===== src/pfre_pkg.sv =====
`timescale 1ns / 1ps
// Package for the point-to-plane RMS distance block: widths, register
// indexes, the configuration struct and the sequencer states.
// No dependencies; every other file of the block uses it.
package pfre_pkg;

	localparam int unsigned COORD_W    = 19;
	localparam int unsigned NORM_W     = 16;
	localparam int unsigned OFFS_W     = 19;
	localparam int unsigned RMS_W      = 24;
	localparam int unsigned CNT_W      = 17;
	localparam int unsigned MAX_POINTS = 65536;
	localparam int unsigned ADDR_W     = 4;
	localparam int unsigned DATA_W     = 32;

	// Projection sum in units of 2^-14 mm and its derived widths.
	localparam int unsigned ACC_W   = 37;
	localparam int unsigned FRAC_SH = 14;
	localparam int unsigned RND_SH  = 10;
	localparam int unsigned MAG_W   = 26;
	localparam int unsigned MUL_W   = 27;
	localparam int unsigned PROD_W  = 2 * MUL_W;
	localparam int unsigned SQ_W    = 2 * MAG_W;
	localparam int unsigned SUM_W   = 64;

	// Divider and square root widths.
	localparam int unsigned ROOT_W = SUM_W / 2;
	localparam int unsigned REM_W  = ROOT_W + 3;
	localparam int unsigned STEP_W = 6;

	localparam logic [NORM_W-1:0] NORMAL_Z_RESET = NORM_W'(16384);

	typedef enum logic [1:0] {
		REG_NORMAL_X,
		REG_NORMAL_Y,
		REG_NORMAL_Z,
		REG_PLANE_OFFSET
	} reg_idx_t;

	typedef struct packed {
		logic signed [NORM_W-1:0] normal_x;
		logic signed [NORM_W-1:0] normal_y;
		logic signed [NORM_W-1:0] normal_z;
		logic signed [OFFS_W-1:0] plane_offset;
	} cfg_t;

	typedef enum logic [3:0] {
		ST_IDLE,
		ST_MX,
		ST_MY,
		ST_MZ,
		ST_ADD,
		ST_ABS,
		ST_SQ,
		ST_ACC,
		ST_FIN,
		ST_DIV,
		ST_SQRT,
		ST_OUT
	} state_t;

endpackage


===== src/pfre_if.sv =====
`timescale 1ns / 1ps
// Valid/ready channel interfaces for the point stream and the result stream.
// Depends on pfre_pkg for the field widths.
interface pfre_point_if;
	logic                                valid;
	logic                                ready;
	logic signed [pfre_pkg::COORD_W-1:0] x_mm;
	logic signed [pfre_pkg::COORD_W-1:0] y_mm;
	logic signed [pfre_pkg::COORD_W-1:0] z_mm;
	logic                                point_valid;
	logic                                last_point;

	modport source (output valid, x_mm, y_mm, z_mm, point_valid, last_point, input ready);
	modport sink (input valid, x_mm, y_mm, z_mm, point_valid, last_point, output ready);
endinterface

interface pfre_result_if;
	logic                              valid;
	logic                              ready;
	logic [pfre_pkg::RMS_W-1:0]        rms_value;
	logic [pfre_pkg::CNT_W-1:0]        used_count;
	logic                              overflow;

	modport source (output valid, rms_value, used_count, overflow, input ready);
	modport sink (input valid, rms_value, used_count, overflow, output ready);
endinterface


===== src/pfre_regs.sv =====
`timescale 1ns / 1ps
// APB-style register file holding the plane normal and offset.
// Depends on pfre_pkg for the register indexes and the cfg_t struct.
module pfre_regs (
	input  logic                          clk,
	input  logic                          arst_n,
	input  logic                          psel,
	input  logic                          penable,
	input  logic                          pwrite,
	input  logic [pfre_pkg::ADDR_W-1:0]   paddr,
	input  logic [pfre_pkg::DATA_W-1:0]   pwdata,
	output logic [pfre_pkg::DATA_W-1:0]   prdata,
	output logic                          pready,
	output pfre_pkg::cfg_t                cfg
);

	pfre_pkg::cfg_t   cfg_q;
	pfre_pkg::reg_idx_t reg_idx;
	logic             wr_en;

	assign reg_idx = pfre_pkg::reg_idx_t'(paddr[pfre_pkg::ADDR_W-1:2]);
	assign wr_en   = psel & penable & pwrite;
	assign pready  = 1'b1;
	assign cfg     = cfg_q;

	// Register writes complete in the access cycle.
	always_ff @(posedge clk or negedge arst_n) begin
		if (!arst_n) begin
			cfg_q.normal_x     <= '0;
			cfg_q.normal_y     <= '0;
			cfg_q.normal_z     <= pfre_pkg::NORMAL_Z_RESET;
			cfg_q.plane_offset <= '0;
		end else if (wr_en) begin
			case (reg_idx)
				pfre_pkg::REG_NORMAL_X:     cfg_q.normal_x <= pwdata[pfre_pkg::NORM_W-1:0];
				pfre_pkg::REG_NORMAL_Y:     cfg_q.normal_y <= pwdata[pfre_pkg::NORM_W-1:0];
				pfre_pkg::REG_NORMAL_Z:     cfg_q.normal_z <= pwdata[pfre_pkg::NORM_W-1:0];
				pfre_pkg::REG_PLANE_OFFSET: cfg_q.plane_offset <= pwdata[pfre_pkg::OFFS_W-1:0];
				default: begin
				end
			endcase
		end
	end

	// Read mux returns the raw register bits.
	always_comb begin
		case (reg_idx)
			pfre_pkg::REG_NORMAL_X:     prdata = pfre_pkg::DATA_W'(unsigned'(cfg_q.normal_x));
			pfre_pkg::REG_NORMAL_Y:     prdata = pfre_pkg::DATA_W'(unsigned'(cfg_q.normal_y));
			pfre_pkg::REG_NORMAL_Z:     prdata = pfre_pkg::DATA_W'(unsigned'(cfg_q.normal_z));
			pfre_pkg::REG_PLANE_OFFSET: prdata = pfre_pkg::DATA_W'(unsigned'(cfg_q.plane_offset));
			default:                    prdata = '0;
		endcase
	end

endmodule


===== src/plane_fit_rms_error.sv =====
`timescale 1ns / 1ps
// Point-to-plane RMS distance: top level with sequencer and shared datapath.
// Depends on pfre_pkg, the channel interfaces in pfre_if and pfre_regs.
//
// Usage: the plane normal (Q2.14) and offset (mm) are to be written over the
// APB port only while the block is idle; the block itself does not enforce
// this. Points arrive on the points channel, one word per handshake; results
// leave on the results channel, one word per cloud. A valid point runs
// through one shared 27x27 multiplier in seven steps (three projections,
// rounding, absolute value, square, saturating sum); a skipped point that is
// not marked last leaves the sequencer idle. The word marked last then runs
// a restoring divider (one quotient bit a cycle) and a digit-by-digit square
// root, both on one shared subtractor, and then loads the result register;
// a cloud with no used point goes straight to the load. points.ready is high
// only while the sequencer is idle. The result sits in an output register,
// so the next cloud is taken in while a result waits; only the final load
// stalls if the receiver still holds off the previous result.
// Reset clears the sums, the count, the overflow flag and the output valid,
// and sets the normal to (0, 0, 1) and the offset to 0.
module plane_fit_rms_error (
	input  logic                          clk,
	input  logic                          arst_n,
	input  logic                          psel,
	input  logic                          penable,
	input  logic                          pwrite,
	input  logic [pfre_pkg::ADDR_W-1:0]   paddr,
	input  logic [pfre_pkg::DATA_W-1:0]   pwdata,
	output logic [pfre_pkg::DATA_W-1:0]   prdata,
	output logic                          pready,
	pfre_point_if.sink                    points,
	pfre_result_if.source                 results
);

	pfre_pkg::cfg_t   cfg;
	pfre_pkg::state_t state_q;
	pfre_pkg::state_t state_nxt;

	// Latched point.
	logic signed [pfre_pkg::COORD_W-1:0] x_q;
	logic signed [pfre_pkg::COORD_W-1:0] y_q;
	logic signed [pfre_pkg::COORD_W-1:0] z_q;
	logic                                last_q;

	// Accumulation state.
	logic signed [pfre_pkg::ACC_W-1:0]   acc_q;
	logic signed [pfre_pkg::PROD_W-1:0]  prod_q;
	logic [pfre_pkg::MAG_W-1:0]          mag_q;
	logic [pfre_pkg::SUM_W-1:0]          sum_q;
	logic [pfre_pkg::CNT_W-1:0]          point_count_q;
	logic                                overflow_q;

	// Divider and square root state.
	logic [pfre_pkg::SUM_W-1:0]          quo_q;
	logic [pfre_pkg::REM_W-1:0]          rem_q;
	logic [pfre_pkg::ROOT_W-1:0]         root_q;
	logic [pfre_pkg::STEP_W-1:0]         step_q;

	// Output register.
	logic                                out_valid_q;
	logic [pfre_pkg::RMS_W-1:0]          rms_out_q;
	logic [pfre_pkg::CNT_W-1:0]          count_out_q;
	logic                                ovf_out_q;

	// Combinational datapath signals.
	logic                                accept;
	logic                                take_point;
	logic                                out_free;
	logic signed [pfre_pkg::MUL_W-1:0]   mul_a;
	logic signed [pfre_pkg::MUL_W-1:0]   mul_b;
	logic signed [pfre_pkg::PROD_W-1:0]  prod_w;
	logic signed [pfre_pkg::ACC_W-1:0]   off_ext;
	logic signed [pfre_pkg::ACC_W-1:0]   acc_init;
	logic signed [pfre_pkg::ACC_W-1:0]   rnd_dist;
	logic [pfre_pkg::ACC_W-1:0]          abs_val;
	logic [pfre_pkg::SUM_W:0]            sum_ext;
	logic [pfre_pkg::REM_W-1:0]          sub_a;
	logic [pfre_pkg::REM_W-1:0]          sub_b;
	logic [pfre_pkg::REM_W:0]            diff;
	logic                                fits;
	logic [pfre_pkg::RMS_W-1:0]          rms_sat;

	pfre_regs u_regs (
		.clk     (clk),
		.arst_n  (arst_n),
		.psel    (psel),
		.penable (penable),
		.pwrite  (pwrite),
		.paddr   (paddr),
		.pwdata  (pwdata),
		.prdata  (prdata),
		.pready  (pready),
		.cfg     (cfg)
	);

	assign points.ready = (state_q == pfre_pkg::ST_IDLE);
	assign accept       = points.valid & points.ready;
	assign take_point   = points.point_valid
	                    & (pfre_pkg::CNT_W'(pfre_pkg::MAX_POINTS) > point_count_q);
	assign out_free     = ~out_valid_q | results.ready;

	assign results.valid      = out_valid_q;
	assign results.rms_value  = rms_out_q;
	assign results.used_count = count_out_q;
	assign results.overflow   = ovf_out_q;

	// Shared multiplier operand select; the product is registered.
	always_comb begin
		case (state_q)
			pfre_pkg::ST_MX: begin
				mul_a = pfre_pkg::MUL_W'(cfg.normal_x);
				mul_b = pfre_pkg::MUL_W'(x_q);
			end
			pfre_pkg::ST_MY: begin
				mul_a = pfre_pkg::MUL_W'(cfg.normal_y);
				mul_b = pfre_pkg::MUL_W'(y_q);
			end
			pfre_pkg::ST_MZ: begin
				mul_a = pfre_pkg::MUL_W'(cfg.normal_z);
				mul_b = pfre_pkg::MUL_W'(z_q);
			end
			pfre_pkg::ST_SQ: begin
				mul_a = pfre_pkg::MUL_W'({1'b0, mag_q});
				mul_b = pfre_pkg::MUL_W'({1'b0, mag_q});
			end
			default: begin
				mul_a = '0;
				mul_b = '0;
			end
		endcase
	end
	assign prod_w = mul_a * mul_b;

	// Offset in 2^-14 mm plus half of the rounding step.
	assign off_ext  = pfre_pkg::ACC_W'(cfg.plane_offset);
	assign acc_init = (off_ext <<< pfre_pkg::FRAC_SH)
	                + pfre_pkg::ACC_W'(1 << (pfre_pkg::RND_SH - 1));

	// Rounded distance in 1/16 mm and its magnitude.
	assign rnd_dist = acc_q >>> pfre_pkg::RND_SH;
	assign abs_val  = rnd_dist[pfre_pkg::ACC_W-1] ? pfre_pkg::ACC_W'(-rnd_dist)
	                                              : pfre_pkg::ACC_W'(rnd_dist);

	// Saturating sum of squares.
	assign sum_ext = {1'b0, sum_q}
	               + (pfre_pkg::SUM_W + 1)'(prod_q[pfre_pkg::SQ_W-1:0]);

	// Shared subtractor for the divider and the square root.
	always_comb begin
		case (state_q)
			pfre_pkg::ST_DIV: begin
				sub_a = pfre_pkg::REM_W'({rem_q[pfre_pkg::CNT_W-1:0],
				                          quo_q[pfre_pkg::SUM_W-1]});
				sub_b = pfre_pkg::REM_W'(point_count_q);
			end
			pfre_pkg::ST_SQRT: begin
				sub_a = {rem_q[pfre_pkg::REM_W-3:0],
				         quo_q[pfre_pkg::SUM_W-1:pfre_pkg::SUM_W-2]};
				sub_b = {1'b0, root_q, 2'b01};
			end
			default: begin
				sub_a = '0;
				sub_b = '0;
			end
		endcase
	end
	assign diff = {1'b0, sub_a} - {1'b0, sub_b};
	assign fits = ~diff[pfre_pkg::REM_W];

	// Root above the output range clamps to all ones.
	assign rms_sat = (root_q[pfre_pkg::ROOT_W-1:pfre_pkg::RMS_W] != '0)
	               ? '1 : root_q[pfre_pkg::RMS_W-1:0];

	// State register.
	always_ff @(posedge clk or negedge arst_n) begin
		if (!arst_n) begin
			state_q <= pfre_pkg::ST_IDLE;
		end else begin
			state_q <= state_nxt;
		end
	end

	// Next state.
	always_comb begin
		state_nxt = state_q;
		case (state_q)
			pfre_pkg::ST_IDLE: begin
				if (accept) begin
					if (take_point) begin
						state_nxt = pfre_pkg::ST_MX;
					end else if (points.last_point) begin
						state_nxt = pfre_pkg::ST_FIN;
					end
				end
			end
			pfre_pkg::ST_MX:  state_nxt = pfre_pkg::ST_MY;
			pfre_pkg::ST_MY:  state_nxt = pfre_pkg::ST_MZ;
			pfre_pkg::ST_MZ:  state_nxt = pfre_pkg::ST_ADD;
			pfre_pkg::ST_ADD: state_nxt = pfre_pkg::ST_ABS;
			pfre_pkg::ST_ABS: state_nxt = pfre_pkg::ST_SQ;
			pfre_pkg::ST_SQ:  state_nxt = pfre_pkg::ST_ACC;
			pfre_pkg::ST_ACC: begin
				state_nxt = last_q ? pfre_pkg::ST_FIN : pfre_pkg::ST_IDLE;
			end
			pfre_pkg::ST_FIN: begin
				state_nxt = (point_count_q == '0) ? pfre_pkg::ST_OUT : pfre_pkg::ST_DIV;
			end
			pfre_pkg::ST_DIV: begin
				if (step_q == '0) begin
					state_nxt = pfre_pkg::ST_SQRT;
				end
			end
			pfre_pkg::ST_SQRT: begin
				if (step_q == '0) begin
					state_nxt = pfre_pkg::ST_OUT;
				end
			end
			pfre_pkg::ST_OUT: begin
				if (out_free) begin
					state_nxt = pfre_pkg::ST_IDLE;
				end
			end
			default: state_nxt = pfre_pkg::ST_IDLE;
		endcase
	end

	// Control state: count, overflow flag and output valid.
	always_ff @(posedge clk or negedge arst_n) begin
		if (!arst_n) begin
			point_count_q <= '0;
			overflow_q    <= 1'b0;
			sum_q         <= '0;
			out_valid_q   <= 1'b0;
		end else begin
			// A new result takes precedence over the receiver taking the old one.
			if (state_q == pfre_pkg::ST_OUT && out_free) begin
				out_valid_q <= 1'b1;
			end else if (results.ready) begin
				out_valid_q <= 1'b0;
			end
			case (state_q)
				pfre_pkg::ST_IDLE: begin
					if (accept && points.point_valid && !take_point) begin
						overflow_q <= 1'b1;
					end
				end
				pfre_pkg::ST_ACC: begin
					sum_q         <= sum_ext[pfre_pkg::SUM_W] ? '1
					                 : sum_ext[pfre_pkg::SUM_W-1:0];
					point_count_q <= point_count_q + 1'b1;
				end
				pfre_pkg::ST_OUT: begin
					if (out_free) begin
						point_count_q <= '0;
						overflow_q    <= 1'b0;
						sum_q         <= '0;
					end
				end
				default: begin
				end
			endcase
		end
	end

	// Datapath registers.
	always_ff @(posedge clk) begin
		prod_q <= prod_w;
		case (state_q)
			pfre_pkg::ST_IDLE: begin
				if (accept) begin
					x_q    <= points.x_mm;
					y_q    <= points.y_mm;
					z_q    <= points.z_mm;
					last_q <= points.last_point;
					acc_q  <= acc_init;
				end
			end
			pfre_pkg::ST_MY, pfre_pkg::ST_MZ, pfre_pkg::ST_ADD: begin
				acc_q <= acc_q + prod_q[pfre_pkg::ACC_W-1:0];
			end
			pfre_pkg::ST_ABS: begin
				mag_q <= abs_val[pfre_pkg::MAG_W-1:0];
			end
			pfre_pkg::ST_FIN: begin
				quo_q  <= sum_q;
				rem_q  <= '0;
				root_q <= '0;
				step_q <= pfre_pkg::STEP_W'(pfre_pkg::SUM_W - 1);
			end
			pfre_pkg::ST_DIV: begin
				quo_q <= {quo_q[pfre_pkg::SUM_W-2:0], fits};
				// The last quotient bit hands over to the square root.
				if (step_q == '0) begin
					rem_q  <= '0;
					step_q <= pfre_pkg::STEP_W'(pfre_pkg::ROOT_W - 1);
				end else begin
					rem_q  <= fits ? diff[pfre_pkg::REM_W-1:0] : sub_a;
					step_q <= step_q - 1'b1;
				end
			end
			pfre_pkg::ST_SQRT: begin
				rem_q  <= fits ? diff[pfre_pkg::REM_W-1:0] : sub_a;
				quo_q  <= {quo_q[pfre_pkg::SUM_W-3:0], 2'b00};
				root_q <= {root_q[pfre_pkg::ROOT_W-2:0], fits};
				step_q <= step_q - 1'b1;
			end
			pfre_pkg::ST_OUT: begin
				if (out_free) begin
					rms_out_q   <= rms_sat;
					count_out_q <= point_count_q;
					ovf_out_q   <= overflow_q;
				end
			end
			default: begin
			end
		endcase
	end

	// The count never passes the capacity.
	assert property (@(posedge clk) disable iff (!arst_n)
		point_count_q <= pfre_pkg::CNT_W'(pfre_pkg::MAX_POINTS))
		else $error("point count above capacity");

	// Overflow is only flagged once the capacity is used up.
	assert property (@(posedge clk) disable iff (!arst_n)
		overflow_q |-> point_count_q == pfre_pkg::CNT_W'(pfre_pkg::MAX_POINTS))
		else $error("overflow flagged below capacity");

	// The divider remainder stays below the divisor.
	assert property (@(posedge clk) disable iff (!arst_n)
		state_q == pfre_pkg::ST_DIV |-> rem_q < pfre_pkg::REM_W'(point_count_q))
		else $error("divider remainder not below divisor");

	// The square root runs at most one step per root bit.
	assert property (@(posedge clk) disable iff (!arst_n)
		state_q == pfre_pkg::ST_SQRT |-> step_q < pfre_pkg::STEP_W'(pfre_pkg::ROOT_W))
		else $error("square root step out of range");

	// Loading a result clears the cloud state and shows the word.
	assert property (@(posedge clk) disable iff (!arst_n)
		state_q == pfre_pkg::ST_OUT && out_free |=>
			state_q == pfre_pkg::ST_IDLE && point_count_q == '0 && out_valid_q)
		else $error("result load did not clear state");

endmodule


===== src/flat_wrapper.sv =====
// flat-port wrapper written by rule: the top's interface ports become plain ports
module plane_fit_rms_error_flat 
  (clk, arst_n, psel, penable, pwrite, paddr, pwdata, prdata, pready, points_valid, points_x_mm, points_y_mm, points_z_mm, points_point_valid, points_last_point, points_ready, results_valid, results_rms_value, results_used_count, results_overflow, results_ready);
  pfre_point_if points_i ();
  pfre_result_if results_i ();
  input  logic clk;
  input  logic arst_n;
  input  logic psel;
  input  logic penable;
  input  logic pwrite;
  input  logic [pfre_pkg::ADDR_W-1:0] paddr;
  input  logic [pfre_pkg::DATA_W-1:0] pwdata;
  output logic [pfre_pkg::DATA_W-1:0] prdata;
  output logic pready;
  input wire logic [$bits(points_i.valid)-1:0] points_valid;
  input wire logic [$bits(points_i.x_mm)-1:0] points_x_mm;
  input wire logic [$bits(points_i.y_mm)-1:0] points_y_mm;
  input wire logic [$bits(points_i.z_mm)-1:0] points_z_mm;
  input wire logic [$bits(points_i.point_valid)-1:0] points_point_valid;
  input wire logic [$bits(points_i.last_point)-1:0] points_last_point;
  output wire logic [$bits(points_i.ready)-1:0] points_ready;
  output wire logic [$bits(results_i.valid)-1:0] results_valid;
  output wire logic [$bits(results_i.rms_value)-1:0] results_rms_value;
  output wire logic [$bits(results_i.used_count)-1:0] results_used_count;
  output wire logic [$bits(results_i.overflow)-1:0] results_overflow;
  input wire logic [$bits(results_i.ready)-1:0] results_ready;
  assign points_i.valid = points_valid;
  assign points_i.x_mm = points_x_mm;
  assign points_i.y_mm = points_y_mm;
  assign points_i.z_mm = points_z_mm;
  assign points_i.point_valid = points_point_valid;
  assign points_i.last_point = points_last_point;
  assign points_ready = points_i.ready;
  assign results_valid = results_i.valid;
  assign results_rms_value = results_i.rms_value;
  assign results_used_count = results_i.used_count;
  assign results_overflow = results_i.overflow;
  assign results_i.ready = results_ready;
  plane_fit_rms_error u_core (.clk(clk), .arst_n(arst_n), .psel(psel), .penable(penable), .pwrite(pwrite), .paddr(paddr), .pwdata(pwdata), .prdata(prdata), .pready(pready), .points(points_i), .results(results_i));
endmodule

===== config.mk =====
export PLATFORM = sky130hd
export DESIGN_NAME = plane_fit_rms_error_flat
export DESIGN_NICKNAME = d
export VERILOG_FILES = /design/src/pfre_pkg.sv /design/src/pfre_if.sv /design/src/pfre_regs.sv /design/src/plane_fit_rms_error.sv /design/src/flat_wrapper.sv
export SDC_FILE = /design/constraint.sdc
export NUM_CORES = 2
export LEC_CHECK = 0
export CAP_MARGIN = 20
export CORE_ASPECT_RATIO = 1.5
export CORE_UTILIZATION = 40
export CTS_BUF_LIST = sky130_fd_sc_hd__clkbuf_8
export CTS_CLUSTER_SIZE = 25
export DETAILED_ROUTE_END_ITERATION = 7
export DONT_BUFFER_PORTS = 1
export HOLD_SLACK_MARGIN = 0.06
export PLACE_DENSITY = 0.5
export SYNTH_ARGS = -nofsm -noshare
export SYNTH_HDL_FRONTEND = slang
export SYNTH_HIERARCHICAL = 1
export SYNTH_SLANG_ARGS = --single-unit
export TNS_END_PERCENT = 5

===== constraint.sdc =====
create_clock -name clk -period 15.9 [get_ports clk]
set_input_delay 3.18 -clock clk [delete_from_list [all_inputs] [get_ports clk]]
set_output_delay 3.18 -clock clk [all_outputs]
set_load 0.02 [all_outputs]

==> results.json <==
{
  "worst_r2r_path_depth": 30,
  "min_path_type": "register to register",
  "top_usage_layer": "met2",
  "syn_avg_cell_area_um2": 9.52,
  "ant_nets": 0,
  "gr-total-overflow": 0,
  "rr_startpoint": "u_core/state_q[0]",
  "required_ns": 16.61,
  "worst-setup-path-type": "register to register",
  "antenna_found_initial": 5,
  "grt_pass1_vias": 42200,
  "first_iter_violations": 1888,
  "synth_area_leaders": "fa_1 (28%), edfxtp_1 (17%), dfrtp_1 (7.2%), inv_1 (6.7%), ha_1 (6.6%)",
  "critPathMostFrequentCell": "fa_1",
  "synth_top_flop_cell": "edfxtp_1",
  "drc": 0,
  "area_delta_synth_final_pct": 6.73,
  "synth_cell_types": 108,
  "grt_max_degree": 155,
  "fmaxAchievable_ghz": 0.100,
  "seq_area_frac_synth_pct": 26.2,
  "ios": 179,
  "h-tree-depth": 3,
  "rsz0062_at_grt": "false",
  "met3_usage_pct": 3.31,
  "start_util_pct": 40.3,
  "wl_mm": 163,
  "synth_edf_count": 298,
  "fp.dieArea_mm2": 0.134,
  "synth_top_family_by_area": "adder cells",
  "layout_commonest_cell": "inv_1",
  "numCtsBuffers": 85,
  "skew_ns": 0.0415,
  "grt_pass1_wl_mm": 252,
  "synth_top_area_share_pct": 28.2,
  "finalNetCount": 6629,
  "clk_pin_slew_ns": 0.07,
  "clockBufferDepth": 3,
  "clock-sinks": 504,
  "syn_area_mm2": 0.0529,
  "status": "finished clean",
  "die_width_um": 299,
  "globalplace.congestion": 0.899,
  "slew_headroom_pct": 21.5,
  "synth-compound-area-share_pct": 10.3,
  "synth_simple_gate_area_share_pct": 14.1,
  "via_per_inst": 5.38,
  "finalHoldViolCount": 0,
  "tns_ns": 0,
  "cts_resized": 0,
  "synth-async-reset-ratio_pct": 30.6,
  "hpwl_mm": 130,
  "fillers": 13100,
  "mostFrequentLayoutCells": "inv_1 (976), nand2_1 (866), fa_1 (746)",
  "synth_mux_area_share_pct": 2.37,
  "fin_crit_ns": 9.98,
  "die_h_um": 447,
  "yosys_register_bits": 504,
  "crit_path_max_fanout": 20,
  "drive_gt1_share_pct": 7.22,
  "port_buffers": 0,
  "cp-end-kind": "register",
  "synth_cells": 5555,
  "wl_per_cell_um": 22.4,
  "core_area_mm2": 0.131,
  "clk_latency_ns": 0.79,
  "setup_viol": 0,
  "rows": 163,
  "num_vias": 39300,
  "slowest_stage": "nand2_1",
  "start_kind": "register",
  "r2r_end": "u_core/prod_q[45]",
  "groute.layer.met2.usage_pct": 46.7,
  "synthAdderAreaFrac_pct": 34.9,
  "synth_area_leader_cell": "fa_1",
  "regToRegSetupSlack_ns": 5.92,
  "finalCritPeriodShare_pct": 62.8,
  "synth_xor_area_share_pct": 3.20,
  "yosysWarnings": 6,
  "dr.pass1.iters": 5,
  "post_cts_buffers": 0,
  "grtUsageMet1_pct": 27.6,
  "final_max_slew_viol_count": 0,
  "startpoint": "u_core/state_q[0]",
  "cap_violations": 0,
  "track_usage_pct": 25.1,
  "max_stage_delay_ns": 0.88,
  "worst_slew_pin_slew_ns": 1.18,
  "endpoint": "u_core/prod_q[45]",
  "ctsHoldBuffers": 0,
  "cts_tree": "yes",
  "crit_arrival_ns": 10.70,
  "cts_root_buf": "clkbuf_8"
}
## metrics by stage
| stage | utilization, % | setup slack [ns] | instance area, µm² | std cells | hold slack, ns |
|---|---|---|---|---|---|
| after floorplan | - | 7.70 | 52900 | 5567 | 0.425 |
| after global placement | 41.7 | 5.99 | 54700 | 7144 | 0.470 |
| after detailed placement | 41.7 | 5.93 | 54700 | 7144 | 0.475 |
| after CTS | 43.0 | 5.90 | 56400 | 7299 | 0.491 |
| after global routing | 43.0 | 5.49 | 56500 | 7302 | 0.516 |
| final | 43.0 | 5.92 | 56500 | 7303 | 0.471 |
## cell type report
cell class / instances / area [µm²] / area share (%)
sequential: 504 / 13800 / 24.5
timing repair buffer: 96 / 733 / 1.30
antenna: 3 / 7.51 / 0.0133
clock inverter: 59 / 364 / 0.645
inverter: 941 / 3530 / 6.26
clock buffer: 96 / 1320 / 2.34
multi-input combinational: 3872 / 34500 / 61.1
tap: 1732 / 2170 / 3.84
## synthesized netlist by cell type (all sizes together), types with 34 or more instances
| cell | instances |
|---|---|
| nand4 | 38 |
| nor3 | 42 |
| a21o | 75 |
| ha | 281 |
| fa | 746 |
| inv | 940 |
| and2 | 61 |
| dfrtp | 153 |
| or2 | 35 |
| xor2 | 75 |
| nor2 | 441 |
| mux2 | 69 |
| clkbuf | 194 |
| dfxtp | 52 |
| buf | 53 |
| nand3 | 67 |
| xnor2 | 118 |
| and3 | 34 |
| a21oi | 272 |
| nand2 | 866 |
| a31oi | 37 |
| edfxtp | 298 |
| a22oi | 84 |
| a211oi | 35 |
| o21ai | 160 |
## per-layer routing
layer	vias to the layer above	part of all wire (%)	wire length, µm
li1	17800	-	-
met1	20100	37	61000
met2	1021	53	86100
met3	329	4.5	7300
met4	0	5.5	8910
met5	-	0	0
## sequential cells by signal, indices dropped and copies added, names as in the netlist, 24 cells and up
| signal | cells |
|---|---|
| u_core/results.rms_value | 24 |
| u_core/rem_q | 33 |
| u_core/mag_q | 26 |
| u_core/u_regs/cfg | 67 |
| u_core/quo_q | 64 |
| u_core/acc_q | 37 |
| u_core/sum_q | 64 |
| u_core/root_q | 32 |
| u_core/prod_q | 52 |
## worst max-delay path, delay by kind of cell, from the launching register on
family / cells / cell delay [ns]
XOR/XNOR: 1 / 0.13
buffers and inverters: 6 / 1.12
AO/OA/AOI/OAI: 8 / 1.98
flip-flops: 1 / 0.52
AND/OR/NAND/NOR: 7 / 2.11
adder cells (fa/ha/maj): 8 / 3.96
## worst min-delay path by stage
stage,cells past startpoint,to,start,slack [ns]
detailed placement,0,u_core/results.overflow,u_core/overflow_q,0.47
CTS,0,u_core/results.overflow,u_core/overflow_q,0.49
global placement,0,u_core/results.overflow,u_core/overflow_q,0.47
finish,0,u_core/results.overflow,u_core/overflow_q,0.47
global route,0,u_core/results.overflow,u_core/overflow_q,0.52
floorplan,0,u_core/results.overflow,u_core/overflow_q,0.42
## cell families (layout without fill, tap and decap cells)
family / Yosys count / after routing
flops: 504 / 504
fa+ha+maj: 1027 / 1027
simple gates: 1710 / 1710
other cells: 2 / 17
mux: 93 / 93
compound gates: 835 / 835
buf+inv: 1191 / 1192
xor+xnor: 193 / 193
Power is not shown: default switching activity piles up to over one toggle a cycle in this logic, so the estimate is an artifact.
